`src/hdl/ffba_pkg.sv`:
```
// ============================================================================
// ffba_pkg: shared types and constants for the first-fit block allocator
// Field widths, request and status codes, and the queue entry layout.
// ============================================================================
package ffba_pkg;

  localparam int CAPACITY     = 1024;
  localparam int INITIAL_SIZE = 8;
  localparam int MAX_BLOCK    = 32;
  localparam int AW           = $clog2(CAPACITY);     // slot index width
  localparam int CW           = AW + 1;               // count width
  localparam int LW           = 6;                    // length field width
  localparam int DW           = 32;

  typedef enum logic [1:0] {
    REQ_ALLOC = 2'd0,
    REQ_DATA  = 2'd1,
    REQ_FREE  = 2'd2,
    REQ_READ  = 2'd3
  } req_t;

  typedef enum logic [1:0] {
    ST_OK      = 2'd0,
    ST_NOSPACE = 2'd1,
    ST_BADPOS  = 2'd2,
    ST_BUSY    = 2'd3
  } status_t;

  // One classified request passed from the front to the back.
  typedef struct packed {
    req_t           req;
    logic [LW-1:0]  len;
    logic [DW-1:0]  data;
    logic [AW-1:0]  pos;
  } cmd_t;

  // One result word.
  typedef struct packed {
    status_t        status;
    logic [AW-1:0]  block_position;
    logic [DW-1:0]  word_out;
    logic [CW-1:0]  used_count;
    logic [CW-1:0]  reserved_size;
    logic           last;
  } res_t;

endpackage

```
`src/hdl/ffba_front.sv`:
```
// ============================================================================
// ffba_front: request intake and command queue
// Buffer commands from the top level in a short FIFO.
// ============================================================================
module ffba_front
  import ffba_pkg::*;
(
  input  logic          clk,
  input  logic          rst_n,
  input  logic          in_valid,
  output logic          in_ready,
  input  cmd_t          in_cmd,
  output logic          q_valid,
  input  logic          q_ready,
  output cmd_t          q_cmd
);

  localparam int QD = 4;

  cmd_t         mem_r [QD];
  logic [1:0]   wp_r, rp_r;
  logic [2:0]   cnt_r;
  logic         push, pop;

  assign in_ready = (cnt_r != 3'(QD));
  assign q_valid  = (cnt_r != 3'd0);
  assign q_cmd    = mem_r[rp_r];
  assign push     = in_valid && in_ready;
  assign pop      = q_valid && q_ready;

  always_ff @(posedge clk) begin
    if (push) begin
      mem_r[wp_r] <= in_cmd;
    end
  end

  always_ff @(posedge clk) begin
    if (!rst_n) begin
      wp_r  <= '0;
      rp_r  <= '0;
      cnt_r <= '0;
    end else begin
      if (push) wp_r <= wp_r + 2'd1;
      if (pop)  rp_r <= rp_r + 2'd1;
      cnt_r <= cnt_r + 3'(push) - 3'(pop);
    end
  end

endmodule

```
`config.mk`:
```
export PLATFORM = sky130hd
export DESIGN_NAME = ffba_front
export DESIGN_NICKNAME = d
export VERILOG_FILES = /design/src/hdl/ffba_pkg.sv /design/src/hdl/ffba_front.sv
export SDC_FILE = /design/constraint.sdc
export NUM_CORES = 1
export LEC_CHECK = 0
export BUFFER_PORTS_ARGS = -buffer_cell sky130_fd_sc_hd__buf_2
export CORE_MARGIN = 5
export CORE_UTILIZATION = 27
export CTS_CLUSTER_DIAMETER = 200
export DETAILED_ROUTE_END_ITERATION = 8
export REMOVE_ABC_BUFFERS = 1
export SLEW_MARGIN = 30
export SYNTH_ARGS = -nofsm -noshare
export SYNTH_HDL_FRONTEND = slang
export SYNTH_SLANG_ARGS = --single-unit
```
`constraint.sdc`:
```
create_clock -name clk -period 5.3 [get_ports clk]
set_clock_uncertainty 0.2 [all_clocks]
set_input_delay 0.53 -clock clk [delete_from_list [all_inputs] [get_ports clk]]
set_output_delay 0.53 -clock clk [all_outputs]
set_load 0.02 [all_outputs]
```
---- Word level (Yosys, flattened, before mapping) ----
Memory sizes are Yosys's and may differ from the RTL's. A register that Yosys moved wholly into a read port is not among the register bits.
Cells that the tools add are included.
Widths: inputs -> output; s select.
word-level totals
  memories kept ........................... 1
  RAM bits ................................ 200
  bits of input ports ..................... 54
  latch bits .............................. 0
  ROM bits ................................ 0
  flip-flop bits (word level) ............. 7
memory list
  name   depth  width  read ports  clocked after memory_dff  wr ports  line              RTL
  mem_r  4      50     1           1                         1         ffba_front.sv:20  cmd_t mem_r [QD];
operators by class
  reductions and logical operators ........ 3
  add/subtract/negate cells ............... 4
  mux-type cells .......................... 4
  shift operators ......................... 0
  order comparisons ....................... 0
  eq/ne operators ......................... 1
  div/mod/pow operators ................... 0
  bitwise gates (word level) .............. 0
  multipliers ............................. 0
operators by type and width
  cell                 number
  $add 2x1->2 const B  2
  $mux 2               2
  $add 3x1->3          1
  $ne 3x3->1 const B   1
  $reduce_bool 3->1    1
  $sub 3x1->3          1
  $logic_and 1x1->1    2
  $mux 1               2

---- Longest topological paths before layout ----
Gate-level depths: netlist of run 1.
  depth after elaboration ................. 4
  mapped depth ............................ 11
  mapped depth without buffers ............ 11

---- Worst setup path after synthesis of run 1 ----
Ideal clock, no wire load.
  kind .................................... input to register
  start ................................... input in_valid
  end ..................................... memory mem_r[0][0] (netlist bit) (enable)
  stages .................................. 2
  setup slack ............................. 2.651 ns
  required time ........................... 4.687 ns
  setup time .............................. 0.413 ns
  path buffers ............................ 0
  data arrival time ....................... 2.036 ns
  cells stage by stage .................... a21boi_2 -> and2_1
between the ends
  cells in the longest elaborated chain, start to end .. 3
RTL lines
  what                          line              RTL
  start, declared               ffba_front.sv:10  input logic in_valid,
  $logic_and 1x1->1             ffba_front.sv:28  assign push = in_valid && in_ready;
  $mux 1                        ffba_front.sv:32  if (push) begin
  $mux 1 (implied by the code)  ffba_front.sv:33  mem_r[wp_r] <= in_cmd;
  end, declared                 ffba_front.sv:20
No other way between the ends.

==> results by group, run 1 <==
STA
  • Max Fclk: 0.308 GHz
  • Final Hold Vio Count: 0
  • Slew headroom: 0.472
  • Tightest Pin Transition: 792 ps
  • Setup violators final: 0
  • Fin crit share: 0.613
  • Setup TNS: 0 ps
  • Pins over their slew limit: 0
  • RSZ-0062 raised after global routing: false
  • Final Critical Period: 3250 ps

Finish
  • Fill count: 2768
  • P&R area growth vs syn: 21.9%
  • Commonest cells after routing, fill and taps aside: 200 x edfxtp_1, 105 x buf_2, 50 x mux4_2
  • Final instance area: 0.00944 mm^2
  • Commonest non-fill, non-tap cell in the layout: edfxtp_1
  • Layout cell share with drive strength beyond 1: 0.449
  • Total Nets Final: 495

Setup path
  • CP delay by family, top: flip-flops
  • Crit path kind: reg2out
  • CP Max Fanout: 31
  • Crit path largest cell delay: 780 ps
  • Slowest-stage cell, CP: dfxtp_4
  • Arr. time, crit path: 2520 ps
  • CP Buf/Inv Count: 2
  • Crit. End Element: output port
  • Worst Path Required: 4570 ps
  • Setup crit start kind: register
  • Critical-path cell list: buf_4, mux4_2, buf_2

Die
  • Die Y-Extent: 179 um
  • Die Area: 0.0322 mm^2
  • Cell row count: 62
  • Core area: 0.0285 mm^2
  • Starting density of the core: 0.271
  • Die width: 179 um
  • Top Ports: 106

Routing
  • DR iter-0 viols: 123
  • Detailed Routing Iterations Pass 1: 4
  • Final Routed Wirelength: 14400 um
  • DRC: 0
  • Avg WL per Cell: 17.2 um
  • Antenna Nets Post-Route: 0
  • Vias/cell: 4.14
  • Via count: 3460

Pwr
  • Reg power frac: 0.448
  • Gate power share: 0.214
  • Clock share of power: 0.338
  • Net Sw Frac: 0.270
  • Internal power: 3.46 mW
  • Maximum vdd drop: 0.000346 V
  • Leak: 3.13 nW
  • P_sw: 1.28 mW
  • PwrDens: 501 mW/mm^2
  • Pwr Total: 4.73 mW

Global route
  • Global route overflow: 0
  • Total GRT Usage: 0.0875
  • Vias in the first global route: 3865
  • Largest net degree at the start of global routing: 51
  • Initial antenna violation count: 2
  • First-pass GRT wire length: 21800 um

Run status
  • Status: completed

Clock network
  • Post-CTS resize count: 0
  • H-Tree Depth: 1
  • Clock sink total: 209
  • Hold-fix buffers at CTS: 0
  • Clock Tree Buf Depth: 3
  • Root Buffer: clkbuf_16
  • Clk_lat worst skew: 500 ps
  • CTS Buf Count: 24
  • CTS clk-pin slew, worst paths: 60 ps
  • Number of setup buffers added after CTS: 0
  • TritonCTS clock tree: built

Placed design
  • Port bufs: 105
  • Final HPWL DP: 8650 um
  • Post-DP Area: 0.00866 mm^2
  • RD Place Congestion: 0.699

Yosys
  • YS warnings: 0
  • Syn Area/Cell: 25.0 um^2
  • Synth Register Bits: 209
  • Mapped Cells: 310
  • Register area share after synthesis: 0.799
  • Yosys cell types: 21
  • Mapped Area: 0.00774 mm^2

Min path
  • Hold Crit Class: in2reg

Flow run
  • Number of max-cap violations: 0
## metrics by stage
stage                     setup slack [ps]  utilization  hold slack (ps)  std cells
after floorplan                       1680            -              268        297
after global placement                2500        0.303              279        792
after detailed placement              2460        0.303              315        792
after CTS                             1900        0.331             5.00        834
after global routing                  1810        0.331             14.4        834
final                                 2050        0.331             42.5        835
## cell usage after synthesis, drive strengths merged
library cell,count,area [um^2]
dfxtp,9,180
edfxtp,200,6010
nand2,5,18.8
and2,7,43.8
ha,6,75.1
nor2,1,3.75
mux2i,2,20.0
mux4,50,1130
nor2b,3,18.8
clkbuf,1,3.75
or3,1,6.26
xnor2,4,35.0
inv,5,18.8
fa,1,20.0
o31a,1,8.76
a21boi,1,11.3
o311ai,1,8.76
buf,12,140
## state kept, by name (all words and copies together) (netlist names), named ones only
signal  cells
cnt_r       3
mem_r     200
rp_r        2
wp_r        2
## per-layer routing
metal | routed length [um] | track usage
met5 | 27 | 0
met4 | 300 | 0.0248
met3 | 1230 | 0.0325
met2 | 6980 | 0.148
met1 | 5810 | 0.106
## power groups by stage
stage	clock (mW)	sequential [mW]	combinational, mW
global placement	0	2.15	1.03
finish	1.60	2.12	1.01
global route	1.72	2.15	1.10
CTS	1.66	2.13	1.05
detailed placement	0	2.16	1.05
floorplan	0	2.16	0.682
## area by class of cell
cell class	count	area, um^2	share of cell area
clock inverters	12	134	0.0142
flip-flops and latches	209	6190	0.656
inverters	5	18.8	0.00199
diodes	1	2.50	0.000265
multi-input cells	83	1400	0.148
clock buffers	30	644	0.0682
repair buffers	111	571	0.0604
well taps	384	480	0.0509
## logic make-up after synthesis
group | synth area share
DFF | 0.799
muxes | 0.148
buffers and inverters | 0.0210
and+or+nand+nor | 0.0118
adders and majority gates | 0.0123
xor gates and xnor gates | 0.00452
AOI/OAI and AO/OA | 0.00372
## worst paths after layout
kind,from,endpoint,slack (ps),cells after the start
max,register,q_cmd[36],2050,3
min,in_cmd[42],mem_r[3][42],40,1
max reg2reg,cnt_r[1],cnt_r[2],2650,11
min reg2reg,wp_r[0],wp_r[0],320,2
No activity file was read; power rests on OpenSTA's default activity.
==> inputs of run 2 (changes only) <==
==> constraint.sdc (replaced) <==
create_clock -name clk -period 3.1 [get_ports clk]
set_clock_uncertainty 0.2 [all_clocks]
set_input_delay 0.31 -clock clk [delete_from_list [all_inputs] [get_ports clk]]
set_output_delay 0.31 -clock clk [all_outputs]
set_load 0.02 [all_outputs]
==> run 2 against run 1 <==
Count of clock-buffer cells in the layout shrank 5; sequential share of layout area shrank 3.3 points; cell area grew 5.3%; sequential power grew 68%; register-to-register slack lost 2300 ps; routed wire length grew 9.5%; core utilization grew 1.7 points; hold slack gained 37 ps; die area is the same; non-clock buffer count grew 54; largest power group unchanged.
==> results by group, run 2 (synthesis results as in run 1) <==
Clock network
  • Clock sink total: 209
  • Clock Tree Buf Depth: 3
  • H-Tree Depth: 1
  • Post-CTS resize count: 0
  • CTS clk-pin slew, worst paths: 60 ps
  • TritonCTS clock tree: built
  • Root Buffer: clkbuf_16
  • Number of setup buffers added after CTS: 0
  • Clk_lat worst skew: 500 ps
  • CTS Buf Count: 23

Placed design
  • Place WS: 400 ps
  • Final HPWL DP: 9380 um
  • Port bufs: 105
  • RD Place Congestion: 0.731

STA
  • Hold Slack: 79.2 ps
  • Final Hold Vio Count: 0
  • Final setup margin: 352 ps
  • Setup violators final: 0
  • Pins over their slew limit: 0
  • Fin crit share: 0.887
  • Slew headroom: 0.660
  • Final Critical Period: 2750 ps
  • RSZ-0062 raised after global routing: false
  • Tightest Pin Transition: 510 ps
  • Max Fclk: 0.364 GHz

Global route
  • Initial antenna violation count: 1
  • Vias in the first global route: 4073
  • Largest net degree at the start of global routing: 50
  • First-pass GRT wire length: 24000 um
  • Total GRT Usage: 0.0977
  • Global route overflow: 0

Die
  • Top Ports: 106
  • Cell row count: 62
  • Starting density of the core: 0.271
  • Die Area: 0.0322 mm^2
  • Core area: 0.0285 mm^2
  • Die width: 179 um
  • Die Y-Extent: 179 um

Pwr
  • Maximum vdd drop: 0.000474 V
  • Leak: 3.34 nW
  • PwrDens: 809 mW/mm^2

Setup path
  • CP delay by family, top: adder cells
  • Crit path kind: reg2reg
  • Worst R2R Start: cnt_r[1]
  • Critical-path cell list: nor2_1, a21boi_2, inv_1, ha_1, inv_1, ha_1, inv_1, fa_1, xnor2_1, xnor2_1, and2_1
  • CP Max Fanout: 7
  • Worst r2r dst: cnt_r[2]
  • Arr. time, crit path: 2940 ps
  • Critical Path Stages: 11
  • CP Buf/Inv Count: 3
  • Setup crit start kind: register
  • Crit path largest cell delay: 460 ps
  • Setup crit end: cnt_r[2]
  • Crit. End Element: register
  • Crit-path most repeated cell: inv_1
  • Slowest-stage cell, CP: dfxtp_1
  • Worst Path Required: 3290 ps
  • Crit path launch: cnt_r[1]
  • Reg2reg setup slack: 350 ps
  • FF-to-FF path depth: 11

Run status
  • Status: completed

Routing
  • DR iter-0 viols: 166
  • DRC: 0
  • Via count: 3714
  • Detailed Routing Iterations Pass 1: 4
  • Final Routed Wirelength: 15700 um
  • Avg WL per Cell: 17.8 um
  • Antenna Nets Post-Route: 0
  • Vias/cell: 4.20

Finish
  • P&R area growth vs syn: 28.4%
  • Most flop-heavy register: mem_r
  • Layout cell share with drive strength beyond 1: 0.405
  • Commonest non-fill, non-tap cell in the layout: edfxtp_1
  • Commonest cells after routing, fill and taps aside: 200 x edfxtp_1, 105 x buf_2, 51 x dlygate4sd3_1
  • Top Registers: mem_r (200), cnt_r (3)
  • Max reg flops: 200
  • Antenna fix cells: 0
  • Total Nets Final: 548
  • Fill count: 2702
  • Layout Utilization: 0.348

Min path
  • Hold Crit Class: in2reg

Flow run
  • Number of max-cap violations: 0
-- run 2: cell types whose count changed in the layout (fill, tap and decap cells not counted) --
cell	delta
buf_12	+4
clkinvlp_4	-1
diode_2	-1
bufinv_16	-1
clkbuf_16	-2
clkinv_2	+2
dlygate4sd3_1	+51
clkinv_1	+2
buf_4	-1
clkbuf_1	-3
-- run 2: repair_timing --
action / 4_1_cts / 5_1_grt
hold buffers: 51 / 0
setup endpoints to repair: 0 / 0
endpoints found under the hold margin: 209 / 0
-- run 2: area by class of cell --
cell class | count | area (um^2) | area share
clock buffer | 25 | 583 | 0.0586
clock inverter | 14 | 114 | 0.0115
inverter | 5 | 18.8 | 0.00189
multi-input combinational | 83 | 1400 | 0.141
sequential | 209 | 6190 | 0.623
tap | 384 | 480 | 0.0483
timing repair buffer | 165 | 1150 | 0.116
-- run 2: through the flow --
| stage | cell area (um^2) | std cells | setup TNS [ps] | power [mW] |
|---|---|---|---|---|
| 2_1_floorplan | 7600 | 297 | -15160 | 4.86 |
| 3_3_place_gp | 8730 | 795 | 0 | 5.51 |
| 3_5_place_dp | 8730 | 795 | 0 | 5.57 |
| 4_1_cts | 9940 | 885 | 0 | 8.21 |
| 5_1_grt | 9940 | 885 | 0 | 8.46 |
| 6_report | 9940 | 885 | 0 | 8.04 |
-- run 2: how the worst min path moves through the flow --
| stage | from | cells after the start | slack, ps | endpoint |
|---|---|---|---|---|
| after global placement | wp_r[1] | 2 | 270 | wp_r[1] |
| after floorplan | in_cmd[0] | 0 | 210 | mem_r[0][0] |
| after detailed placement | wp_r[0] | 2 | 290 | wp_r[0] |
| final | in_valid | 3 | 80 | wp_r[0] |
| after global routing | q_ready | 4 | 80 | register |
| after CTS | in_valid | 3 | 50 | wp_r[0] |
-- run 2: worst register-to-register path, cell delays in order, from the launching register on --
cell and delay, ps:
dfxtp_1 460, nor2_1 120, a21boi_2 340, inv_1 100
ha_1 300, inv_1 60, ha_1 130, inv_1 50
fa_1 380, xnor2_1 210, xnor2_1 120, and2_1 180
-- run 2: power by group --
part	internal (mW)	leakage, nW	switching (mW)
Clock	1.51	0.349	1.03
Combinational	0.845	1.08	1.11
Sequential	3.43	1.91	0.126
Total	5.78	3.34	2.26
-- run 2: layer usage --
layer  up-vias  GRT usage  part of all wire
met5         -          0           0.00089
met4         2     0.0238             0.019
met3        28     0.0250             0.059
met2       101      0.159              0.47
met1      1928      0.133              0.45
li1       1655          -                 -
